===== src/sv/bcc_pkg.sv =====
// Shared types, fixed-point constants and helper functions of the balance cascade controller.
`timescale 1ns / 1ps

package bcc_pkg;

  // Internal fixed point: signed Q(32-FRAC_BITS).FRAC_BITS
  localparam int FRAC_BITS   = 20;
  localparam int Q30_SHIFT   = 30 - FRAC_BITS;
  localparam int Q12_SHIFT   = FRAC_BITS - 12;
  localparam int Q15_SHIFT   = FRAC_BITS - 15;
  localparam int ATAN_LEN    = 24;
  localparam int MAC_TERMS   = 5;

  localparam logic signed [63:0] PI_K     = 64'sd3373259426 >>> Q30_SHIFT;
  // Gyro and wheel scales stay in Q30; the product is shifted down afterwards
  localparam logic signed [63:0] GYRO_K   = 64'sd11713;
  localparam logic signed [63:0] WHEEL_K  = 64'sd3162484;
  localparam logic signed [63:0] LIE_HI_K = 64'sd1825361101 >>> Q30_SHIFT;
  localparam logic signed [63:0] LIE_LO_K = 64'sd1610612736 >>> Q30_SHIFT;
  localparam logic signed [63:0] OVER_K   = 64'sd1020054733 >>> Q30_SHIFT;
  localparam logic signed [63:0] ONE_K    = 64'sd1 <<< FRAC_BITS;

  // Inner loop coefficients, Q16
  localparam logic signed [23:0] C_D0 = 24'sd102826;
  localparam logic signed [23:0] C_D1 = -24'sd37323;
  localparam logic signed [23:0] C_E0 = -24'sd169673;
  localparam logic signed [23:0] C_E1 = 24'sd301597;
  localparam logic signed [23:0] C_E2 = -24'sd133497;
  // Outer loop coefficients, Q16
  localparam logic signed [23:0] C_R0 = 24'sd91554;
  localparam logic signed [23:0] C_R1 = -24'sd26031;
  localparam logic signed [23:0] C_P0 = 24'sd8081;
  localparam logic signed [23:0] C_P1 = -24'sd15912;
  localparam logic signed [23:0] C_P2 = 24'sd7832;

  localparam logic [31:0] ATAN_Q30 [ATAN_LEN] = '{
    32'd843314856, 32'd497837829, 32'd263043836, 32'd133525158, 32'd67021686,
    32'd33543515, 32'd16775850, 32'd8388437, 32'd4194282, 32'd2097149,
    32'd1048575, 32'd524287, 32'd262143, 32'd131071, 32'd65535, 32'd32767,
    32'd16383, 32'd8191, 32'd4095, 32'd2047, 32'd1023, 32'd511, 32'd255, 32'd127
  };

  typedef enum logic [1:0] {
    MODE_IMU  = 2'd0,
    MODE_ENC  = 2'd1,
    MODE_BTN  = 2'd2,
    MODE_NONE = 2'd3
  } mode_e;

  typedef enum logic [1:0] {
    REQ_IMU,
    REQ_ENC,
    REQ_BTN,
    REQ_STATUS
  } req_kind_e;

  typedef enum logic [1:0] {
    FAULT_NONE  = 2'd0,
    FAULT_FELL  = 2'd1,
    FAULT_STALL = 2'd2,
    FAULT_RSVD  = 2'd3
  } fault_e;

  typedef enum logic [2:0] {
    CFG_BODY_TRIM      = 3'd0,
    CFG_START_RANGE    = 3'd1,
    CFG_TIP_LIMIT      = 3'd2,
    CFG_STEER_K        = 3'd3,
    CFG_OVERLOAD_LIMIT = 3'd4,
    CFG_PICKUP_LIMIT   = 3'd5,
    CFG_FILTER_ALPHA   = 3'd6,
    CFG_INNER_GAIN     = 3'd7
  } cfg_idx_e;

  typedef struct packed {
    logic [1:0]         mode;
    logic signed [15:0] accel_y;
    logic signed [15:0] accel_z;
    logic signed [15:0] gyro_rate;
    logic signed [31:0] left_count;
    logic signed [31:0] right_count;
    logic               shutting_down;
  } in_item_t;

  typedef struct packed {
    logic signed [15:0] left_drive;
    logic signed [15:0] right_drive;
    logic               motors_enabled;
    logic               armed;
    logic [1:0]         fault;
    logic               zero_encoders;
    logic signed [15:0] body_angle;
  } out_item_t;

  typedef struct packed {
    req_kind_e          kind;
    logic               sd;
    logic signed [15:0] accel_y;
    logic signed [15:0] accel_z;
    logic signed [15:0] gyro;
    logic signed [31:0] left;
    logic signed [31:0] right;
  } req_t;

  typedef struct packed {
    logic signed [15:0] body_trim;
    logic [14:0]        start_range;
    logic [14:0]        tip_limit;
    logic [14:0]        steer_k;
    logic [9:0]         overload_limit;
    logic [9:0]         pickup_limit;
    logic [15:0]        filter_alpha;
    logic [15:0]        inner_gain;
  } cfg_t;

  function automatic logic signed [31:0] atan_k(input logic [4:0] idx);
    logic [31:0] v;
    v = 32'd0;
    if (idx < 5'(ATAN_LEN)) v = ATAN_Q30[idx] >> Q30_SHIFT;
    return $signed(v);
  endfunction

  function automatic logic signed [31:0] sat32(input logic signed [63:0] v);
    logic signed [31:0] r;
    if (v > 64'sd2147483647) r = 32'sh7fffffff;
    else if (v < -64'sd2147483648) r = 32'sh80000000;
    else r = v[31:0];
    return r;
  endfunction

  function automatic logic signed [15:0] sat16(input logic signed [63:0] v);
    logic signed [15:0] r;
    if (v > 64'sd32767) r = 16'sh7fff;
    else if (v < -64'sd32768) r = 16'sh8000;
    else r = v[15:0];
    return r;
  endfunction

endpackage


===== src/sv/bcc_ifs.sv =====
// Valid/ready channel interfaces for input items and result items.
`timescale 1ns / 1ps

interface bcc_in_if;
  import bcc_pkg::*;
  logic     valid;
  logic     ready;
  in_item_t data;
  modport source (output valid, output data, input ready);
  modport sink (input valid, input data, output ready);
endinterface



===== src/sv/bcc_front.sv =====
// Front end: accepts input requests, classifies them and queues them for the back end.
`timescale 1ns / 1ps

module bcc_front (
  input  logic          clk_i,
  input  logic          rst_ni,
  bcc_in_if.sink        in_i,
  output bcc_pkg::req_t req_o,
  output logic          req_valid_o,
  input  logic          req_pop_i
);
  import bcc_pkg::*;

  localparam int DEPTH = 2;

  req_t       mem_q [DEPTH];
  logic       wr_q, wr_d;
  logic       rd_q, rd_d;
  logic [1:0] cnt_q, cnt_d;
  req_t       cls;
  logic       push;

  // Classify the request by mode
  always_comb begin
    cls.sd      = in_i.data.shutting_down;
    cls.accel_y = in_i.data.accel_y;
    cls.accel_z = in_i.data.accel_z;
    cls.gyro    = in_i.data.gyro_rate;
    cls.left    = in_i.data.left_count;
    cls.right   = in_i.data.right_count;
    unique case (mode_e'(in_i.data.mode))
      MODE_IMU: cls.kind = REQ_IMU;
      MODE_ENC: cls.kind = in_i.data.shutting_down ? REQ_STATUS : REQ_ENC;
      MODE_BTN: cls.kind = in_i.data.shutting_down ? REQ_STATUS : REQ_BTN;
      default:  cls.kind = REQ_STATUS;
    endcase
  end

  assign in_i.ready  = (cnt_q != 2'(DEPTH));
  assign push        = in_i.valid && in_i.ready;
  assign req_valid_o = (cnt_q != 2'd0);
  assign req_o       = mem_q[rd_q];

  // Advance queue pointers
  always_comb begin
    wr_d  = push ? ~wr_q : wr_q;
    rd_d  = req_pop_i ? ~rd_q : rd_q;
    cnt_d = cnt_q + 2'(push) - 2'(req_pop_i);
  end

  always_ff @(posedge clk_i or negedge rst_ni) begin
    if (!rst_ni) begin
      wr_q  <= 1'b0;
      rd_q  <= 1'b0;
      cnt_q <= 2'd0;
    end else begin
      wr_q  <= wr_d;
      rd_q  <= rd_d;
      cnt_q <= cnt_d;
    end
  end

  // Store pushed request
  always_ff @(posedge clk_i) begin
    if (push) mem_q[wr_q] <= cls;
  end

endmodule


===== src/flat_wrapper.sv =====
// flat-port wrapper written by rule: the top's interface ports become plain ports
module bcc_front_flat import bcc_pkg::*;
  (clk_i, rst_ni, req_o, req_valid_o, req_pop_i, in_i_valid, in_i_data, in_i_ready);
  bcc_in_if in_i_i ();
  input  logic clk_i;
  input  logic rst_ni;
  output bcc_pkg::req_t req_o;
  output logic req_valid_o;
  input  logic req_pop_i;
  input wire logic [$bits(in_i_i.valid)-1:0] in_i_valid;
  input wire logic [$bits(in_i_i.data)-1:0] in_i_data;
  output wire logic [$bits(in_i_i.ready)-1:0] in_i_ready;
  assign in_i_i.valid = in_i_valid;
  assign in_i_i.data = in_i_data;
  assign in_i_ready = in_i_i.ready;
  bcc_front u_core (.clk_i(clk_i), .rst_ni(rst_ni), .in_i(in_i_i), .req_o(req_o), .req_valid_o(req_valid_o), .req_pop_i(req_pop_i));
endmodule

===== config.mk =====
export PLATFORM = sky130hd
export DESIGN_NAME = bcc_front_flat
export DESIGN_NICKNAME = d
export VERILOG_FILES = /design/src/sv/bcc_pkg.sv /design/src/sv/bcc_ifs.sv /design/src/sv/bcc_front.sv /design/src/flat_wrapper.sv
export SDC_FILE = /design/constraint.sdc
export NUM_CORES = 1
export LEC_CHECK = 0
export BUFFER_PORTS_ARGS = -buffer_cell sky130_fd_sc_hd__buf_2
export CORE_ASPECT_RATIO = 1.25
export CORE_MARGIN = 2
export CORE_UTILIZATION = 35
export DETAILED_ROUTE_END_ITERATION = 8
export GPL_TIMING_DRIVEN = 0
export HOLD_SLACK_MARGIN = 0.06
export PLACE_DENSITY = 0.56
export SLEW_MARGIN = 20
export SYNTH_ARGS = -nofsm -noshare
export SYNTH_HDL_FRONTEND = slang
export SYNTH_SLANG_ARGS = --single-unit

===== constraint.sdc =====
create_clock -name clk_i -period 16.94 [get_ports clk_i]
set_input_delay 0.847 -clock clk_i [delete_from_list [all_inputs] [get_ports clk_i]]
set_output_delay 0.847 -clock clk_i [all_outputs]
set_load 0.005 [all_outputs]

==> flow_metrics.env <==
export IMPL_diodes=0
export IMPL_max_freq_mhz=372
export IMPL_p_seq_frac=0.423
export IMPL_cts_setup_buffers=0
export IMPL_yosysTopAreaCell="edfxtp_1"
export IMPL_crit_top_cell="buf_6"
export IMPL_postSynthCellCount=378
export IMPL_clk_path_buf_depth=3
export IMPL_drc_errors=0
export IMPL_syn_to_final_growth_pct=30.3
export IMPL_grt_use_met3=0.0381
export IMPL_finalMaxSlewViolations=0
export IMPL_cts_max_level=1
export IMPL_portBuffers=235
export IMPL_crit_path_top_delay_cell="dfrtp_1"
export IMPL_cts_resized=0
export IMPL_finalHoldViolCount=0
export IMPL_avgSynthCellArea_um2=22.9
export IMPL_grtUsageMet2=0.231
export IMPL_min_period_ns=2.69
export IMPL_synth_seq_cells=234
export IMPL_insertion_delay_ns=0.51
export IMPL_grt_pass1_vias=4841
export IMPL_swShare=0.260
export IMPL_grt_overflow=0
export IMPL_powerDensity_mw_per_mm2=171
export IMPL_rsz0062_at_grt="no"
export IMPL_core_mm2=0.0244
export IMPL_cp_start_kind="flip-flop"
export IMPL_cts_sink_count=234
export IMPL_p_sw_w=0.000503
export IMPL_max_cap_viol_count=0
export IMPL_die_height_um=180
export IMPL_path_cells="buf_6, buf_6, buf_6, mux2_4, buf_2"
export IMPL_crit_cells=5
export IMPL_antenna_found_initial=1
export IMPL_cts_clk_slew_worst_paths_ns=0.06
export IMPL_vias=4418
export IMPL_tritoncts="done"
export IMPL_cp_arrival_ns=1.84
export IMPL_synth_cell_types=18
export IMPL_vias_per_cell=4.44
export IMPL_fill_cells=2134
export IMPL_yosysSeqAreaShare=0.808
export IMPL_setup_viol=0
export IMPL_ir_worst_vdd_v=0.000149
export IMPL_p_comb_frac=0.294
export IMPL_grt_start_max_net_pins=53
export IMPL_synth_area_mm2=0.00867
export IMPL_wl_per_cell_um=16.9
export IMPL_chipWidth_um=145
export IMPL_cp_end_kind="primary output"
export IMPL_finalPower_w=0.00193
export IMPL_hold_class="in -> async"
export IMPL_final_common_cell="buf_2"
export IMPL_synth_area_leaders="edfxtp_1 (80%), mux2_2 (9.7%), mux2_4 (6.9%)"
export IMPL_critPathTopFamily="buffers and inverters"
export IMPL_reg2reg_depth=6
export IMPL_layout_drive_gt1_share=0.615
export IMPL_final_cell_mix="buf_2 (242), edfxtp_1 (230), mux2_2 (75)"
export IMPL_status="finished clean"
export IMPL_finalNetCount=767
export IMPL_layout_cells_non_filler=995
export IMPL_multi_input_area_mm2=0.00157
export IMPL_dp_cells=951
export IMPL_tightest_slew_ns=0.312
export IMPL_cp_num_buf_inv=4
export IMPL_critical_path_max_stage_delay_ns=0.34
export IMPL_grtUsageMet1=0.133
export IMPL_required_ns=16.09
export IMPL_drt_pass1_iter_count=4
export IMPL_cts_hold_fix_buffers=0
export IMPL_antenna_left=0
export IMPL_post_dp_hpwl_mm=11.7
export IMPL_slew_headroom=0.792
export IMPL_finalSetupTns_ns=0
export IMPL_clkPwrFrac=0.282
export IMPL_syn_num_nets=498
export IMPL_grt_use_total=0.124
export IMPL_busiest_layer="met2"
export IMPL_path_max_fanout=10
export IMPL_finClkSkew_ns=0.00697
export IMPL_cts_made_buffers=24
export IMPL_p_leak_nw=4.33
export IMPL_ys_warn_count=0
export IMPL_dieArea_mm2=0.0260
export IMPL_globalplace_congestion=0.700
export IMPL_post_route_period_util=0.159
export IMPL_netlist_area_leader_share=0.797
export IMPL_cts_root_buffer="clkbuf_16"
export IMPL_rows=64
export IMPL_criticalPathCategory="reg -> out"
export IMPL_drt_iter0_markers=122
export IMPL_io_pins=236
export IMPL_regArea_mm2=0.00701
export IMPL_totalWireLength_mm=16.8
export IMPL_grt_pass1_wl_mm=25.3
export IMPL_initial_utilization=0.355
export IMPL_intPower_w=0.00143
## worst paths after layout
path,from,to,slack [ns]
min reg2reg,u_core.wr_q,u_core.wr_q,0.57
max reg2reg,u_core.cnt_q[0],u_core.mem_q[0][23],15.15
min in group clk_i,in_i_data[26],u_core.mem_q[0][25],0.53
min,rst_ni,u_core.cnt_q[1],0.14
max in group asynchronous,rst_ni,u_core.cnt_q[0],16.68
max,u_core.rd_q,req_o[83],14.25
## synthesized netlist by cell type
master and count:
a21o_1 2, and3_1 1, buf_2 7, buf_6 6
dfrtp_1 4, edfxtp_1 230, ha_1 1, inv_1 1
mux2_2 75, mux2_4 40, mux2i_1 1, nand2_1 2
nand2b_1 1, nor2_1 1, nor2b_1 1, or2_2 1
xnor2_1 2, xor2_1 2
## power by group through the flow
| stage | Clock [W] | Sequential (W) | Combinational (W) |
|---|---|---|---|
| after global placement | 0 | 0.000861 | 0.000539 |
| after detailed placement | 0 | 0.000831 | 0.000585 |
| after floorplan | 0 | 0.000843 | 0.000332 |
| after CTS | 0.000565 | 0.000820 | 0.000587 |
| after global routing | 0.000585 | 0.000829 | 0.000620 |
| final | 0.000546 | 0.000818 | 0.000569 |
## metal layers
metal | vias up | share of wire | routed length, µm
li1 | 2047 | - | -
met1 | 2182 | 0.37 | 6200
met2 | 158 | 0.54 | 9050
met3 | 29 | 0.072 | 1210
met4 | 2 | 0.019 | 327
met5 | - | 0.00095 | 16
## cell type report
cell class / instances / share of cell area
Multi-Input combinational cell: 130 / 0.139
Buffer: 13 / 0.00909
Sequential cell: 234 / 0.621
Clock buffer: 35 / 0.0605
Timing Repair Buffer: 243 / 0.121
Clock inverter: 9 / 0.0130
Inverter: 1 / 0.000332
Tap cell: 330 / 0.0366
## per-stage QoR
step	cell area (µm²)	worst slack (ns)	utilization	hold WS, ns
after global routing	11300	14.14	0.462	0.117
after CTS	11300	14.17	0.462	0.108
after floorplan	8670	10.62	-	0.460
after global placement	10300	7.85	0.420	0.476
after detailed placement	10500	14.72	0.428	0.581
final	11300	14.25	0.462	0.140
## state kept, by name (all words and copies together), names as in the netlist
signal	cells
u_core.wr_q	1
u_core.cnt_q	2
u_core.mem_q	230
u_core.rd_q	1
## cell families after synthesis
group                    after synthesis  synth area share
AND/OR/NAND/NOR                        7           0.00419
buffers and inverters                 14            0.0123
flip-flops                           234             0.808
AO/OA/AOI/OAI                          2           0.00173
adder cells (fa/ha/maj)                1           0.00144
XOR/XNOR                               4           0.00404
multiplexers                         116             0.168
No activity file was read; power rests on OpenSTA's default activity.
